File: src/rtl/cfld_pkg.sv
`timescale 1ns / 1ps
// cfld_pkg: shared types and codes for the clock face led matrix driver
// no dependencies; imported by every rtl file of the block

package cfld_pkg;

  localparam int unsigned CFG_AW = 6;
  localparam int unsigned CFG_DW = 64;
  localparam int unsigned GLYPH_PAIRS = 5;

  typedef struct packed {
    logic        action;
    logic [31:0] timestamp_seconds;
    logic        time_synced;
    logic [10:0] elapsed_ms;
    logic [7:0]  brightness_level;
  } in_item_t;

  typedef struct packed {
    logic [1:0] write_kind;
    logic       device_number;
    logic [2:0] row_number;
    logic [2:0] column_number;
    logic [7:0] write_value;
    logic       last_write;
  } out_item_t;

  typedef logic [GLYPH_PAIRS-1:0][47:0] glyph_bank_t;

  localparam logic [1:0] KIND_ROW       = 2'd0;
  localparam logic [1:0] KIND_LED       = 2'd1;
  localparam logic [1:0] KIND_INTENSITY = 2'd2;

  // divider phases
  localparam logic [1:0] PH_DAY  = 2'd0;
  localparam logic [1:0] PH_HOUR = 2'd1;
  localparam logic [1:0] PH_MIN  = 2'd2;

  // output word sources
  localparam logic [1:0] EMIT_INTENSITY = 2'd0;
  localparam logic [1:0] EMIT_ROW       = 2'd1;
  localparam logic [1:0] EMIT_LED       = 2'd2;

  typedef struct packed {
    logic       capture;
    logic       load_sum;
    logic       div_step;
    logic [1:0] div_phase;
    logic       div_rem;
    logic       latch_hour;
    logic       decide;
    logic       set_digit;
    logic [1:0] digit_idx;
    logic       emit;
    logic [1:0] emit_sel;
    logic [2:0] sub_idx;
    logic       emit_last;
  } dp_cmd_t;

  typedef struct packed {
    logic       action;
    logic       ts_changed;
    logic       colon_write;
    logic [3:0] digit_chg;
    logic       out_free;
  } dp_status_t;

endpackage

File: src/rtl/cfld_cfg_regs.sv
`timescale 1ns / 1ps
// cfld_cfg_regs: apb-style register file for time zone offset and glyph pairs
// depends on cfld_pkg

module cfld_cfg_regs (
  input  logic                         clk,
  input  logic                         rst_n,
  input  logic                         cfg_psel,
  input  logic                         cfg_penable,
  input  logic                         cfg_pwrite,
  input  logic [cfld_pkg::CFG_AW-1:0]  cfg_paddr,
  input  logic [cfld_pkg::CFG_DW-1:0]  cfg_pwdata,
  output logic [cfld_pkg::CFG_DW-1:0]  cfg_prdata,
  output logic                         cfg_pready,
  output logic [17:0]                  tz_offset,
  output cfld_pkg::glyph_bank_t        glyphs
);
  import cfld_pkg::*;

  localparam logic [2:0] REG_TZ_OFFSET    = 3'd0;
  localparam logic [2:0] REG_GLYPH_PAIR_0 = 3'd1;
  localparam logic [2:0] REG_GLYPH_PAIR_1 = 3'd2;
  localparam logic [2:0] REG_GLYPH_PAIR_2 = 3'd3;
  localparam logic [2:0] REG_GLYPH_PAIR_3 = 3'd4;
  localparam logic [2:0] REG_GLYPH_PAIR_4 = 3'd5;

  logic [17:0]  tz_r;
  glyph_bank_t  glyph_r;
  logic         wr_en;
  logic [2:0]   reg_idx;

  assign wr_en      = cfg_psel && cfg_penable && cfg_pwrite;
  assign reg_idx    = cfg_paddr[5:3];
  assign cfg_pready = 1'b1;
  assign tz_offset  = tz_r;
  assign glyphs     = glyph_r;

  always_ff @(posedge clk) begin
    if (!rst_n) begin
      tz_r    <= '0;
      glyph_r <= '0;
    end else if (wr_en) begin
      unique case (reg_idx)
        REG_TZ_OFFSET:    tz_r       <= cfg_pwdata[17:0];
        REG_GLYPH_PAIR_0: glyph_r[0] <= cfg_pwdata[47:0];
        REG_GLYPH_PAIR_1: glyph_r[1] <= cfg_pwdata[47:0];
        REG_GLYPH_PAIR_2: glyph_r[2] <= cfg_pwdata[47:0];
        REG_GLYPH_PAIR_3: glyph_r[3] <= cfg_pwdata[47:0];
        REG_GLYPH_PAIR_4: glyph_r[4] <= cfg_pwdata[47:0];
        default: ;
      endcase
    end
  end

  always_comb begin
    unique case (reg_idx)
      REG_TZ_OFFSET:    cfg_prdata = {46'd0, tz_r};
      REG_GLYPH_PAIR_0: cfg_prdata = {16'd0, glyph_r[0]};
      REG_GLYPH_PAIR_1: cfg_prdata = {16'd0, glyph_r[1]};
      REG_GLYPH_PAIR_2: cfg_prdata = {16'd0, glyph_r[2]};
      REG_GLYPH_PAIR_3: cfg_prdata = {16'd0, glyph_r[3]};
      REG_GLYPH_PAIR_4: cfg_prdata = {16'd0, glyph_r[4]};
      default:          cfg_prdata = '0;
    endcase
  end

endmodule

File: src/rtl/cfld_datapath.sv
`timescale 1ns / 1ps
// cfld_datapath: request capture, colon countdown, reciprocal-multiply time divider,
// digit store, glyph row assembly and output register; depends on cfld_pkg

module cfld_datapath #(
  parameter int unsigned COLON_PERIOD_MS = 2000
) (
  input  logic                  clk,
  input  logic                  rst_n,
  input  cfld_pkg::in_item_t    in_data,
  input  logic [17:0]           tz_offset,
  input  cfld_pkg::glyph_bank_t glyphs,
  input  cfld_pkg::dp_cmd_t     cmd,
  output cfld_pkg::dp_status_t  status,
  input  logic                  out_ready,
  output logic                  out_valid,
  output cfld_pkg::out_item_t   out_data
);
  import cfld_pkg::*;

  localparam int unsigned LW = $clog2(COLON_PERIOD_MS + 1);
  localparam int unsigned EW = 11;
  localparam int unsigned CW = (LW > EW) ? LW : EW;
  localparam int unsigned PW = CW + 17;
  localparam logic [LW-1:0] PERIOD     = LW'(COLON_PERIOD_MS);
  localparam logic [CW-1:0] SYNC_LIMIT = CW'(1000);
  // ceil(2^23 / 250), exact quotient for counts below 4096
  localparam logic [16:0] QUARTER_RECIP = 17'd33555;
  localparam int unsigned QUARTER_SHIFT = 23;
  localparam logic [2:0]  STAGE_DARK = 3'd4;
  localparam logic [2:0]  STAGE_LIT  = 3'd5;
  localparam logic [16:0] DAY_SECONDS    = 17'd86400;
  localparam logic [16:0] HOUR_SECONDS   = 17'd3600;
  localparam logic [33:0] DAY_BIAS       = 34'(DAY_SECONDS) << 1;
  // day: (x >> 7) / 675, hour: (t >> 4) / 225, minute: (t >> 2) / 15
  localparam logic [26:0] DAY_RECIP  = 27'd101806633;
  localparam logic [13:0] HOUR_RECIP = 14'd9321;
  localparam logic [10:0] MIN_RECIP  = 11'd1093;

  function automatic logic [3:0] colon_pattern(input logic [2:0] stage);
    logic [3:0] p;
    unique case (stage)
      3'd0:    p = 4'b1001;
      3'd1:    p = 4'b0011;
      3'd2:    p = 4'b0110;
      3'd3:    p = 4'b1100;
      3'd5:    p = 4'b1111;
      default: p = 4'b0000;
    endcase
    return p;
  endfunction

  // quotient by ten for values below 64
  function automatic logic [3:0] tens_of(input logic [5:0] v);
    logic [9:0] p;
    p = 10'(v) * 10'd13;
    return 4'(p[9:7]);
  endfunction

  function automatic logic [3:0] ones_of(input logic [5:0] v);
    logic [5:0] t;
    t = 6'(tens_of(v)) * 6'd10;
    return 4'(v - t);
  endfunction

  function automatic logic [2:0] glyph_row(input glyph_bank_t bank, input logic [3:0] d,
                                           input logic [2:0] r);
    logic [3:0]  dd;
    logic [47:0] pair;
    logic [23:0] half;
    logic [4:0]  pos;
    dd   = (d >= 4'd10) ? d - 4'd10 : d;
    pair = bank[dd[3:1]];
    half = dd[0] ? pair[47:24] : pair[23:0];
    pos  = 5'({r, 1'b0}) + 5'(r);
    return half[pos +: 3];
  endfunction

  // persistent state
  logic [31:0]      last_ts_r;
  logic [2:0]       stage_r;
  logic [LW-1:0]    left_r;
  logic [3:0][3:0]  shown_r;
  logic             out_valid_r;
  // per-request payload
  out_item_t        out_data_r;
  logic [31:0]      ts_r;
  logic             action_r;
  logic             ts_changed_r;
  logic             colon_write_r;
  logic [3:0]       bright_r;
  logic [33:0]      rem_r;
  logic [16:0]      quo_r;
  logic [4:0]       hour_r;
  logic [3:0][3:0]  new_r;
  logic [3:0]       chg_r;

  // colon countdown
  logic [CW-1:0] el_w;
  logic [CW-1:0] left_w;
  logic [CW-1:0] left_dec;
  logic [PW-1:0] prod;
  logic [1:0]    quarter;
  logic [2:0]    stage_new;
  logic          ts_diff;

  always_comb begin
    el_w      = CW'(in_data.elapsed_ms);
    left_w    = CW'(left_r);
    left_dec  = (left_w > el_w) ? left_w - el_w : '0;
    prod      = PW'(left_dec) * PW'(QUARTER_RECIP);
    quarter   = prod[QUARTER_SHIFT +: 2];
    if (in_data.time_synced) begin
      stage_new = (left_dec > SYNC_LIMIT) ? STAGE_DARK : STAGE_LIT;
    end else begin
      stage_new = {1'b0, ~quarter};
    end
    ts_diff = in_data.timestamp_seconds != last_ts_r;
  end

  // divider
  logic [52:0] day_prod;
  logic [26:0] hour_prod;
  logic [20:0] min_prod;
  logic [16:0] quo_nxt;
  logic [16:0] div_base;
  logic [33:0] back_prod;

  always_comb begin
    day_prod  = 53'(rem_r[32:7]) * 53'(DAY_RECIP);
    hour_prod = 27'(rem_r[16:4]) * 27'(HOUR_RECIP);
    min_prod  = 21'(rem_r[11:2]) * 21'(MIN_RECIP);
    unique case (cmd.div_phase)
      PH_DAY: begin
        quo_nxt  = day_prod[52:36];
        div_base = DAY_SECONDS;
      end
      PH_HOUR: begin
        quo_nxt  = 17'(hour_prod[26:21]);
        div_base = HOUR_SECONDS;
      end
      default: begin
        quo_nxt  = 17'(min_prod[20:14]);
        div_base = '0;
      end
    endcase
    back_prod = 34'(quo_r) * 34'(div_base);
  end

  // digit split
  logic [3:0][3:0] nd;
  logic [3:0]      nchg;

  always_comb begin
    nd[0] = tens_of({1'b0, hour_r});
    nd[1] = ones_of({1'b0, hour_r});
    nd[2] = tens_of(quo_r[5:0]);
    nd[3] = ones_of(quo_r[5:0]);
    for (int i = 0; i < 4; i++) begin
      nchg[i] = nd[i] != shown_r[i];
    end
  end

  // output word
  logic       dev;
  logic [2:0] ga;
  logic [2:0] gb;
  logic [7:0] row_val;
  logic [3:0] pat;
  out_item_t  emit_item;

  always_comb begin
    dev     = cmd.digit_idx[1];
    ga      = glyph_row(glyphs, shown_r[{dev, 1'b1}], cmd.sub_idx);
    gb      = glyph_row(glyphs, shown_r[{dev, 1'b0}], cmd.sub_idx);
    row_val = dev ? {ga, 1'b0, gb, 1'b0} : {1'b0, ga, 1'b0, gb};
    pat     = colon_pattern(stage_r);
    emit_item = '0;
    unique case (cmd.emit_sel)
      EMIT_INTENSITY: begin
        emit_item.write_kind    = KIND_INTENSITY;
        emit_item.device_number = cmd.sub_idx[0];
        emit_item.write_value   = {4'd0, bright_r};
      end
      EMIT_ROW: begin
        emit_item.write_kind    = KIND_ROW;
        emit_item.device_number = dev;
        emit_item.row_number    = ~cmd.sub_idx;
        emit_item.write_value   = row_val;
      end
      EMIT_LED: begin
        emit_item.write_kind  = KIND_LED;
        emit_item.write_value = {7'd0, pat[cmd.sub_idx[1:0]]};
        unique case (cmd.sub_idx[1:0])
          2'd0: begin
            emit_item.device_number = 1'b0;
            emit_item.row_number    = 3'd3;
            emit_item.column_number = 3'd0;
          end
          2'd1: begin
            emit_item.device_number = 1'b0;
            emit_item.row_number    = 3'd4;
            emit_item.column_number = 3'd0;
          end
          2'd2: begin
            emit_item.device_number = 1'b1;
            emit_item.row_number    = 3'd4;
            emit_item.column_number = 3'd7;
          end
          default: begin
            emit_item.device_number = 1'b1;
            emit_item.row_number    = 3'd3;
            emit_item.column_number = 3'd7;
          end
        endcase
      end
      default: emit_item = '0;
    endcase
    emit_item.last_write = cmd.emit_last;
  end

  always_ff @(posedge clk) begin
    if (!rst_n) begin
      last_ts_r   <= '0;
      stage_r     <= STAGE_DARK;
      left_r      <= PERIOD;
      shown_r     <= '0;
      out_valid_r <= 1'b0;
    end else begin
      if (cmd.capture && !in_data.action) begin
        last_ts_r <= in_data.timestamp_seconds;
        stage_r   <= stage_new;
        left_r    <= (left_dec == '0) ? PERIOD : left_dec[LW-1:0];
      end
      if (cmd.set_digit) begin
        shown_r[cmd.digit_idx] <= new_r[cmd.digit_idx];
      end
      if (cmd.emit) begin
        out_valid_r <= 1'b1;
      end else if (out_ready) begin
        out_valid_r <= 1'b0;
      end
    end
  end

  always_ff @(posedge clk) begin
    if (cmd.capture) begin
      ts_r          <= in_data.timestamp_seconds;
      action_r      <= in_data.action;
      ts_changed_r  <= ts_diff;
      colon_write_r <= ts_diff || (stage_new != stage_r);
      bright_r      <= (in_data.brightness_level > 8'd15) ? 4'd15
                                                           : in_data.brightness_level[3:0];
    end
    if (cmd.load_sum) begin
      rem_r <= {2'b00, ts_r} + {{16{tz_offset[17]}}, tz_offset} + DAY_BIAS;
    end else if (cmd.div_step && cmd.div_rem) begin
      rem_r <= rem_r - back_prod;
    end
    if (cmd.div_step && !cmd.div_rem) begin
      quo_r <= quo_nxt;
    end
    if (cmd.latch_hour) begin
      hour_r <= quo_r[4:0];
    end
    if (cmd.decide) begin
      new_r <= nd;
      chg_r <= nchg;
    end
    if (cmd.emit) begin
      out_data_r <= emit_item;
    end
  end

  assign status.action      = action_r;
  assign status.ts_changed  = ts_changed_r;
  assign status.colon_write = colon_write_r;
  assign status.digit_chg   = chg_r;
  assign status.out_free    = !out_valid_r || out_ready;
  assign out_valid          = out_valid_r;
  assign out_data           = out_data_r;

endmodule

File: src/rtl/cfld_ctrl.sv
`timescale 1ns / 1ps
// cfld_ctrl: sequencer for divider steps, digit checks and write bursts
// depends on cfld_pkg; drives cfld_datapath through dp_cmd_t

module cfld_ctrl (
  input  logic                 clk,
  input  logic                 rst_n,
  input  logic                 in_valid,
  output logic                 in_ready,
  input  cfld_pkg::dp_status_t status,
  output cfld_pkg::dp_cmd_t    cmd
);
  import cfld_pkg::*;

  localparam logic [2:0] S_IDLE   = 3'd0;
  localparam logic [2:0] S_START  = 3'd1;
  localparam logic [2:0] S_BRIGHT = 3'd2;
  localparam logic [2:0] S_DIV    = 3'd3;
  localparam logic [2:0] S_DECIDE = 3'd4;
  localparam logic [2:0] S_DIGCHK = 3'd5;
  localparam logic [2:0] S_ROWS   = 3'd6;
  localparam logic [2:0] S_COLON  = 3'd7;

  logic [2:0] state_r, state_nxt;
  logic [1:0] phase_r, phase_nxt;
  logic       part_r, part_nxt;
  logic [1:0] idx_r, idx_nxt;
  logic [2:0] sub_r, sub_nxt;
  logic [3:0] above;
  logic       more_rows;

  always_comb begin
    state_nxt = state_r;
    phase_nxt = phase_r;
    part_nxt  = part_r;
    idx_nxt   = idx_r;
    sub_nxt   = sub_r;
    cmd           = '0;
    cmd.div_phase = phase_r;
    cmd.div_rem   = part_r;
    cmd.digit_idx = idx_r;
    cmd.sub_idx   = sub_r;
    in_ready      = 1'b0;
    above     = status.digit_chg >> idx_r;
    more_rows = |above[3:1];

    unique case (state_r)
      S_IDLE: begin
        in_ready = 1'b1;
        if (in_valid) begin
          cmd.capture = 1'b1;
          state_nxt   = S_START;
        end
      end
      S_START: begin
        cmd.load_sum = 1'b1;
        phase_nxt    = PH_DAY;
        part_nxt     = 1'b0;
        idx_nxt      = 2'd0;
        sub_nxt      = 3'd0;
        priority if (status.action) begin
          state_nxt = S_BRIGHT;
        end else if (status.ts_changed) begin
          state_nxt = S_DIV;
        end else if (status.colon_write) begin
          state_nxt = S_COLON;
        end else begin
          state_nxt = S_IDLE;
        end
      end
      S_BRIGHT: begin
        if (status.out_free) begin
          cmd.emit      = 1'b1;
          cmd.emit_sel  = EMIT_INTENSITY;
          cmd.emit_last = sub_r[0];
          if (sub_r[0]) begin
            state_nxt = S_IDLE;
          end else begin
            sub_nxt = sub_r + 3'd1;
          end
        end
      end
      S_DIV: begin
        cmd.div_step   = 1'b1;
        cmd.latch_hour = (phase_r == PH_HOUR) && part_r;
        priority if (phase_r == PH_MIN) begin
          state_nxt = S_DECIDE;
        end else if (part_r) begin
          part_nxt  = 1'b0;
          phase_nxt = (phase_r == PH_DAY) ? PH_HOUR : PH_MIN;
        end else begin
          part_nxt = 1'b1;
        end
      end
      S_DECIDE: begin
        cmd.decide = 1'b1;
        idx_nxt    = 2'd0;
        state_nxt  = S_DIGCHK;
      end
      S_DIGCHK: begin
        priority if (status.digit_chg[idx_r]) begin
          cmd.set_digit = 1'b1;
          sub_nxt       = 3'd0;
          state_nxt     = S_ROWS;
        end else if (idx_r == 2'd3) begin
          sub_nxt   = 3'd0;
          state_nxt = status.colon_write ? S_COLON : S_IDLE;
        end else begin
          idx_nxt = idx_r + 2'd1;
        end
      end
      S_ROWS: begin
        if (status.out_free) begin
          cmd.emit      = 1'b1;
          cmd.emit_sel  = EMIT_ROW;
          cmd.emit_last = (sub_r == 3'd7) && !more_rows && !status.colon_write;
          if (sub_r == 3'd7) begin
            sub_nxt = 3'd0;
            if (idx_r == 2'd3) begin
              state_nxt = status.colon_write ? S_COLON : S_IDLE;
            end else begin
              idx_nxt   = idx_r + 2'd1;
              state_nxt = S_DIGCHK;
            end
          end else begin
            sub_nxt = sub_r + 3'd1;
          end
        end
      end
      S_COLON: begin
        if (status.out_free) begin
          cmd.emit      = 1'b1;
          cmd.emit_sel  = EMIT_LED;
          cmd.emit_last = sub_r[1:0] == 2'd3;
          if (sub_r[1:0] == 2'd3) begin
            state_nxt = S_IDLE;
          end else begin
            sub_nxt = sub_r + 3'd1;
          end
        end
      end
      default: state_nxt = S_IDLE;
    endcase
  end

  always_ff @(posedge clk) begin
    if (!rst_n) begin
      state_r <= S_IDLE;
      phase_r <= PH_DAY;
      part_r  <= 1'b0;
      idx_r   <= '0;
      sub_r   <= '0;
    end else begin
      state_r <= state_nxt;
      phase_r <= phase_nxt;
      part_r  <= part_nxt;
      idx_r   <= idx_nxt;
      sub_r   <= sub_nxt;
    end
  end

endmodule

File: src/rtl/clock_face_led_matrix_driver_core.sv
`timescale 1ns / 1ps
// clock_face_led_matrix_driver_core: top level of the two-device hh:mm display driver
// depends on cfld_pkg, cfld_cfg_regs, cfld_ctrl, cfld_datapath
//
//   channel  | handshake                      | payload
//   ---------+--------------------------------+--------------------------
//   in_      | in_valid / in_ready            | in_data   (in_item_t)
//   out_     | out_valid / out_ready          | out_data  (out_item_t)
//   cfg_     | psel, penable, pwrite / pready | paddr, pwdata, prdata
//
// one request at a time; a tick with a new time runs 5 reciprocal-multiply divider
// steps, then digit checks, rows and colon; the output register holds a finished
// write while the next request is taken; a stalled out_ready holds the sequencer;
// reset clears state

module clock_face_led_matrix_driver_core #(
  parameter int unsigned COLON_PERIOD_MS = 2000
) (
  input  logic                         clk,
  input  logic                         rst_n,
  input  logic                         in_valid,
  output logic                         in_ready,
  input  cfld_pkg::in_item_t           in_data,
  output logic                         out_valid,
  input  logic                         out_ready,
  output cfld_pkg::out_item_t          out_data,
  input  logic                         cfg_psel,
  input  logic                         cfg_penable,
  input  logic                         cfg_pwrite,
  input  logic [cfld_pkg::CFG_AW-1:0]  cfg_paddr,
  input  logic [cfld_pkg::CFG_DW-1:0]  cfg_pwdata,
  output logic [cfld_pkg::CFG_DW-1:0]  cfg_prdata,
  output logic                         cfg_pready
);
  import cfld_pkg::*;

  logic [17:0]  tz_offset;
  glyph_bank_t  glyphs;
  dp_cmd_t      cmd;
  dp_status_t   status;

  cfld_cfg_regs u_regs (
    .clk         (clk),
    .rst_n       (rst_n),
    .cfg_psel    (cfg_psel),
    .cfg_penable (cfg_penable),
    .cfg_pwrite  (cfg_pwrite),
    .cfg_paddr   (cfg_paddr),
    .cfg_pwdata  (cfg_pwdata),
    .cfg_prdata  (cfg_prdata),
    .cfg_pready  (cfg_pready),
    .tz_offset   (tz_offset),
    .glyphs      (glyphs)
  );

  cfld_ctrl u_ctrl (
    .clk      (clk),
    .rst_n    (rst_n),
    .in_valid (in_valid),
    .in_ready (in_ready),
    .status   (status),
    .cmd      (cmd)
  );

  cfld_datapath #(
    .COLON_PERIOD_MS (COLON_PERIOD_MS)
  ) u_dp (
    .clk       (clk),
    .rst_n     (rst_n),
    .in_data   (in_data),
    .tz_offset (tz_offset),
    .glyphs    (glyphs),
    .cmd       (cmd),
    .status    (status),
    .out_ready (out_ready),
    .out_valid (out_valid),
    .out_data  (out_data)
  );

endmodule

File: config.mk
export PLATFORM = sky130hd
export DESIGN_NAME = clock_face_led_matrix_driver_core
export DESIGN_NICKNAME = d
export VERILOG_FILES = /design/src/rtl/cfld_pkg.sv /design/src/rtl/cfld_cfg_regs.sv /design/src/rtl/cfld_datapath.sv /design/src/rtl/cfld_ctrl.sv /design/src/rtl/clock_face_led_matrix_driver_core.sv
export SDC_FILE = /design/constraint.sdc
export NUM_CORES = 2
export LEC_CHECK = 0
export ABC_CLOCK_PERIOD_IN_PS = 7300
export BUFFER_PORTS_ARGS = -buffer_cell sky130_fd_sc_hd__buf_2
export CAP_MARGIN = 20
export CELL_PAD_IN_SITES_DETAIL_PLACEMENT = 0
export CELL_PAD_IN_SITES_GLOBAL_PLACEMENT = 2
export CORE_MARGIN = 5
export CORE_UTILIZATION = 37
export CTS_CLUSTER_DIAMETER = 40
export DETAILED_ROUTE_END_ITERATION = 8
export PLACE_DENSITY = 0.83
export REMOVE_ABC_BUFFERS = 1
export SLEW_MARGIN = 20
export SYNTH_ARGS = -nofsm -noshare
export SYNTH_HDL_FRONTEND = slang
export SYNTH_SLANG_ARGS = --single-unit
File: constraint.sdc
create_clock -name clk -period 7.3 [get_ports clk]
set_input_delay 0.365 -clock clk [delete_from_list [all_inputs] [get_ports clk]]
set_output_delay 0.365 -clock clk [all_outputs]
set_load 0.005 [all_outputs]
# Word-level counts from Yosys, hierarchy flattened
# Cells that the tools add are included.
[word_totals] reg_bits=462 input_bits=130
[classes] n_bitwise=2 addsub=11 reduce_logical=42 order_cmp=12 n_eq_ne=45 multipliers=9 mux=91 n_shift=3
[op_table] cell="$bmux 48 s3" count=2
[op_table] cell="$pmux 48 s6" count=1
[op_table] cell="$mux 48" count=2
[op_table] cell="$mux 3" count=26
[op_table] cell="$mux 34" count=2
[op_table] cell="$pmux 17 s2" count=2
[op_table] cell="$mul 26x27->53 const B" count=1
[op_table] cell="$mux 24" count=2
[op_table] cell="$shiftx 24x6->3" count=2
[op_table] cell="$add 33x18->34" count=1
[op_table] cell="$add 34x18->34 const B" count=1
[op_table] cell="$mul 17x17->34" count=1
[op_table] cell="$sub 34x34->34" count=1
[op_table] cell="$mux 4" count=8
[op_table] cell="$ne 32x32->1" count=1
[op_table] cell="$mul 13x14->27 const B" count=1
[op_table] cell="$mul 11x16->25 const B" count=1
[op_table] cell="$eq 3x3->1 const B" count=8
[op_table] cell="$pmux 3 s8" count=1
[op_table] cell="$pmux 8 s3" count=1
[op_table] cell="$mux 11" count=2
[op_table] cell="$mul 10x11->21 const B" count=1
[op_table] cell="$pmux 7 s3" count=1
[op_table] cell="$pmux 4 s5" count=1
[op_table] cell="other kinds (62)" count=145

# Logic depth before layout (Yosys ltp)
[logic_depth] word_depth=10 depth_mapped=31

# By module
# Synthesis repeated with hierarchy kept, for this count alone.
[hier_totals] hier_cells=5053 area_unflattened_um2=48861.9
[modules_own_cells] module="cfld_datapath" seq_area_each_um2=5044.8 cells_per_inst=3785 n_inst=1 area_per_inst_um2=36608.9
[modules_own_cells] module="cfld_cfg_regs" seq_area_each_um2=5165.0 cells_per_inst=1139 n_inst=1 area_per_inst_um2=11274.6
[modules_own_cells] module="cfld_ctrl" seq_area_each_um2=220.2 cells_per_inst=129 n_inst=1 area_per_inst_um2=978.4

# Worst setup path before layout
# OpenSTA, ideal clock, no wires.
[synth_timing] kind="in2reg" start="input in_data[8] (netlist bit)" end="register u_dp.colon_write_r, data pin" slack_ps=242 stages=30 required_time_ps=7037 t_arrival_ps=6795 path_cell_list="ha_1 -> inv_1 -> fa_1 -> a21o_1 -> a211oi_1 -> o21ai_0 -> a31oi_1 -> mux2i_1 -> o21ai_0 -> inv_1 -> ha_1 -> inv_1 -> fa_1 -> inv_1 -> fa_1 -> inv_1 -> fa_1 -> inv_1 -> fa_1 -> inv_1 -> ha_1 -> and4_1 -> a21oi_1 -> nand2_1 -> a221o_1 -> a41oi_1 -> o21ai_0 -> xnor2_1 -> mux2i_1 -> a2111o_1"
[synth_between] elab_chain_cells=7 elab_cells_between_ends=10
[synth_rtl] element="start, declared" line_no="clock_face_led_matrix_driver_core.sv:23" source="input cfld_pkg::in_item_t in_data,"
[synth_rtl] element="$sub 11x11->11 or $gt 11x11->1 (tied branches)" line_no="cfld_datapath.sv:110" source="left_dec = (left_w > el_w) ? left_w - el_w : '0;"
[synth_rtl] element="$mux 11 (*)" line_no="cfld_datapath.sv:110"
[synth_rtl] element="$mul 11x16->25 or $gt 11x10->1 (tied branches)" line_no="cfld_datapath.sv:111, cfld_datapath.sv:114"
[synth_rtl] element="$not 2->2 or $mux 1 (tied branches)" line_no="cfld_datapath.sv:116, cfld_datapath.sv:114"
[synth_rtl] element="$mux 3 (*)" line_no="cfld_datapath.sv:113" source="if (in_data.time_synced) begin"
[synth_rtl] element="$ne 3x3->1 (*)" line_no="cfld_datapath.sv:251" source="colon_write_r <= ts_diff || (stage_new != stage_r);"
[synth_rtl] element="$logic_or 1x1->1 (*)" line_no="cfld_datapath.sv:251"
[synth_rtl] element="end signal, assigned" line_no="cfld_datapath.sv:251"
[synth_rtl] element="end, declared" line_no="cfld_datapath.sv:90" source="logic colon_write_r;"
# Every way passes the cells marked *; elsewhere a longest branch is shown, timed or not.
# A chain may end at the register's enable or synchronous reset.

# Worst setup path in the final report
[layout_timing] start="register u_ctrl.phase_r[0]" end="register u_dp.rem_r[29], data pin"
[layout_between] elab_chain_cells=6 elab_cells_between_ends=7
[layout_rtl] element="start, declared" line_no="cfld_ctrl.sv:25" source="logic [1:0] phase_r, phase_nxt;"
[layout_rtl] element="start signal, assigned" line_no="cfld_ctrl.sv:155" source="phase_r <= phase_nxt;"
[layout_rtl] element="$eq 2x1->1 or $logic_not 2->1 (tied branches)" line_no="cfld_datapath.sv:133" source="unique case (cmd.div_phase)"
[layout_rtl] element="$pmux 17 s2 (*)" line_no="cfld_datapath.sv:133"
[layout_rtl] element="$mul 17x17->34 (*)" line_no="cfld_datapath.sv:147" source="back_prod = 34'(quo_r) * 34'(div_base);"
[layout_rtl] element="$sub 34x34->34 (*)" line_no="cfld_datapath.sv:258" source="rem_r <= rem_r - back_prod;"
[layout_rtl] element="$mux 34 (*)" line_no="cfld_datapath.sv:257" source="end else if (cmd.div_step && cmd.div_rem) begin"
[layout_rtl] element="$mux 34 (*)" line_no="cfld_datapath.sv:255" source="if (cmd.load_sum) begin"
[layout_rtl] element="end signal, assigned" line_no="cfld_datapath.sv:256" source="rem_r <= {2'b00, ts_r} + {{16{tz_offset[17]}}, tz_offset} + DAY_BIAS;"
[layout_rtl] element="end signal, assigned" line_no="cfld_datapath.sv:258"
[layout_rtl] element="end, declared" line_no="cfld_datapath.sv:92" source="logic [33:0] rem_r;"
# Every way passes the cells marked *; elsewhere a longest branch is shown, timed or not. The select of a mux whose other input is x is not followed.

==> metrics <==
outcome finished, final reports clean; Crit Path Max Fanout 17; DP HPWL 121000 um; Avg Vias per Cell 5.37; startpoint types register; worst skew pair latency 0.72 ns; Multi-input gate area 34200 um2; Layout Nets 6877; row count 132; final-report max-slew violation count 0; Arr. time, crit path 7.35 ns; unrepaired setup endpoints after global routing no; reg2reg setup slack 0.33 ns; buffers added on ports 178; Main synth FF type dfxtp_1; H-tree level count 3; cell taking the most area after synthesis ha_1; critical path endpoint category register; Post-synth EDFFs 126; cells taking the most area after synthesis ha_1 20%, fa_1 16%, dfxtp_1 14%; Period Utilization, post-route 95.5%; fillers 12900; synth-to-layout area growth 14.9%; DR vias 40000; Unique masters post-synth 82; Die H 371 um; Detailed Route Iter0 Violations 2515; largest net degree at the start of global routing 129; Crit path required time 7.68 ns; CTS root buf clkbuf_16; final instance area 55300 um2; Core Util, Final 42.7%; I/O Pins 215; fraction of the mapped netlist area in adder cells 35.2%; worst min path class primary input to register; vias in the first global route 40600; cell area after synthesis 48100 um2; Die ar. 137000 um2; Setup CP Type register to register; Hold WS 0.0495 ns; worst r2r src u_ctrl.phase_r[0]; register area share after synthesis 21.7%; fin crit period 6.97 ns; Post-Synthesis Cells 5373; wire per inst 21.9 um; clk buf depth 3; Avg Cell Area, Syn 8.96 um2; Starting Density 37.2%; initial antenna violation count 21; Placed Area 51400 um2; Residual DRC 0; Fin. Hold Viols 0; # clock sinks 458; Setup violations, final 0; asr flop ratio synth 0%; total gr overflow 0; CTS Buf Count 82; Worst-Margin Slew 1.24 ns; mux contribution to synthesized area 5.87%; Reg2Reg Depth 22; Pre-Repair DR Iteration Count 6; worst setup skew after layout 0.0781 ns; main combinational cell family by area after synthesis adder cells; Tot GR Track Use 23.5%; Register Area 10400 um2; Core Area 129000 um2; layout cells sized above 1 10.6%; die width 371 um; Clk pin slew, worst setup/hold paths 0.07 ns; hold endpoint u_dp.bright_r[0]; CTS tree done; Hold Path Stages 3; Yosys warning count 0; worst hold start in_data[4]; post-synthesis xor/xnor area fraction 2.66%; first-pass GRT wire length 249000 um; Yosys reg bits 458; capturing point of the worst reg2reg path u_dp.rem_r[29]; Max Cap Viol 0; Yosys top cell area share 19.6%; Max Clk Rate 143 MHz; wirelength, routed 163000 um; remaining antenna violation count 0; Worst slew margin 15.0%; Post-Synth Simple-Gate Area 12.5%; RePlAce Congestion 0.921; Synth Area in Compound Gates 14.3%
cell usage in the layout (no fill, tap or decap), drive strengths merged, types with 88 or more instances in the layout:
cell type and count:
nand2 876, ha 756, inv 746, a21oi 458
fa 373, dfxtp 332, buf 305, o21ai 150
nor2 135, edfxtp 126, mux2i 117, xnor2 105
dlygate4sd3 88, clkbuf 88
timing repair:
| item | in CTS | in global routing |
|---|---|---|
| resized for setup | 0 | 8 |
| setup endpoints to repair | 0 | 6 |
| hold endpoints to repair | 319 | 0 |
| setup buffers | 0 | 1 |
| hold buffers | 88 | 0 |
routing by layer:
metal | global-route usage (%) | vias to the layer above | share of wire (%)
met2 | 40.0 | 1225 | 48
met1 | 30.4 | 19500 | 43
met5 | 0 | - | 0.029
met4 | 8.41 | 8 | 3.7
li1 | - | 18900 | -
met3 | 3.45 | 318 | 6.1
registers in the layout, indices dropped and copies added, names as in the netlist, 2 cells and up:
name and flops:
u_ctrl.state_r 3, u_dp.ts_r 32, u_dp.shown_r 16, u_ctrl.sub_r 3, u_regs.glyphs 240, u_dp.rem_r 32, u_regs.tz_offset 18, u_ctrl.phase_r 2
u_dp.last_ts_r 32, u_dp.out_data 16, u_ctrl.idx_r 2, u_dp.left_r 11, u_dp.chg_r 4, u_dp.hour_r 5, u_dp.stage_r 3, u_dp.new_r 13
u_dp.bright_r 4, u_dp.quo_r 17
synth_stat cells (all sizes together) (105+ instances only):
cell    instances
clkbuf        179
inv           724
nor2          135
a21oi         458
edfxtp        126
dfxtp         332
fa            373
xnor2         105
ha            756
nand2         876
o21ai         150
mux2i         117
worst max-delay path, stage by stage (launching register included):
cell	delay, ns
dfxtp_1	0.42
nor2b_1	0.29
buf_12	0.19
nand2_1	0.14
fa_1	0.56
inv_1	0.05
fa_1	0.50
inv_1	0.05
fa_1	0.49
inv_1	0.07
fa_1	0.54
inv_1	0.06
fa_1	0.50
fa_1	0.50
ha_1	0.36
and3_1	0.22
a31oi_1	0.28
nand4b_1	0.16
o21ai_0	0.45
a211oi_1	0.17
o21a_1	0.22
o311ai_0	0.29
o21ai_0	0.15
how the worst max path moves through the flow:
| stage | to | startpoint | cells after the start |
|---|---|---|---|
| after floorplan | u_dp.out_data[2] | u_ctrl.idx_r[1] | 8 |
| after global placement | u_dp.colon_write_r | in_data[8] | 31 |
| after detailed placement | u_dp.colon_write_r | in_data[8] | 31 |
| after CTS | u_dp.colon_write_r | u_dp.left_r[0] | 31 |
| after global routing | u_dp.rem_r[29] | u_ctrl.phase_r[0] | 22 |
| final | u_dp.rem_r[29] | u_ctrl.phase_r[0] | 22 |
cells by family after synthesis:
| logic type | Yosys count |
|---|---|
| DFF | 458 |
| AOI/OAI and AO/OA | 1083 |
| adders and majority gates | 1129 |
| other | 2 |
| muxes | 204 |
| and+or+nand+nor | 1380 |
| buffers and inverters | 971 |
| xor gates and xnor gates | 146 |
final cells by class:
| type | instances | area share [%] |
|---|---|---|
| Inverter | 724 | 4.93 |
| Timing Repair Buffer | 393 | 4.99 |
| Clock buffer | 88 | 3.82 |
| Multi-Input combinational cell | 3959 | 61.8 |
| Clock inverter | 65 | 1.62 |
| Sequential cell | 458 | 18.9 |
| Tap cell | 1742 | 3.94 |
| Antenna cell | 13 | 0.0588 |
metrics by stage:
step,setup TNS [ns],worst slack [ns],instances
after floorplan,-7.32,-1.93,5141
after global placement,-0.147,-0.147,7187
after detailed placement,-0.0858,-0.0858,7187
after CTS,0,0.00464,7428
after global routing,0,0.00237,7432
final,0,0.328,7442
Power is left out: the tool's default activity adds up to more than one toggle a clock period on the data nets, which glitch-free logic cannot reach.
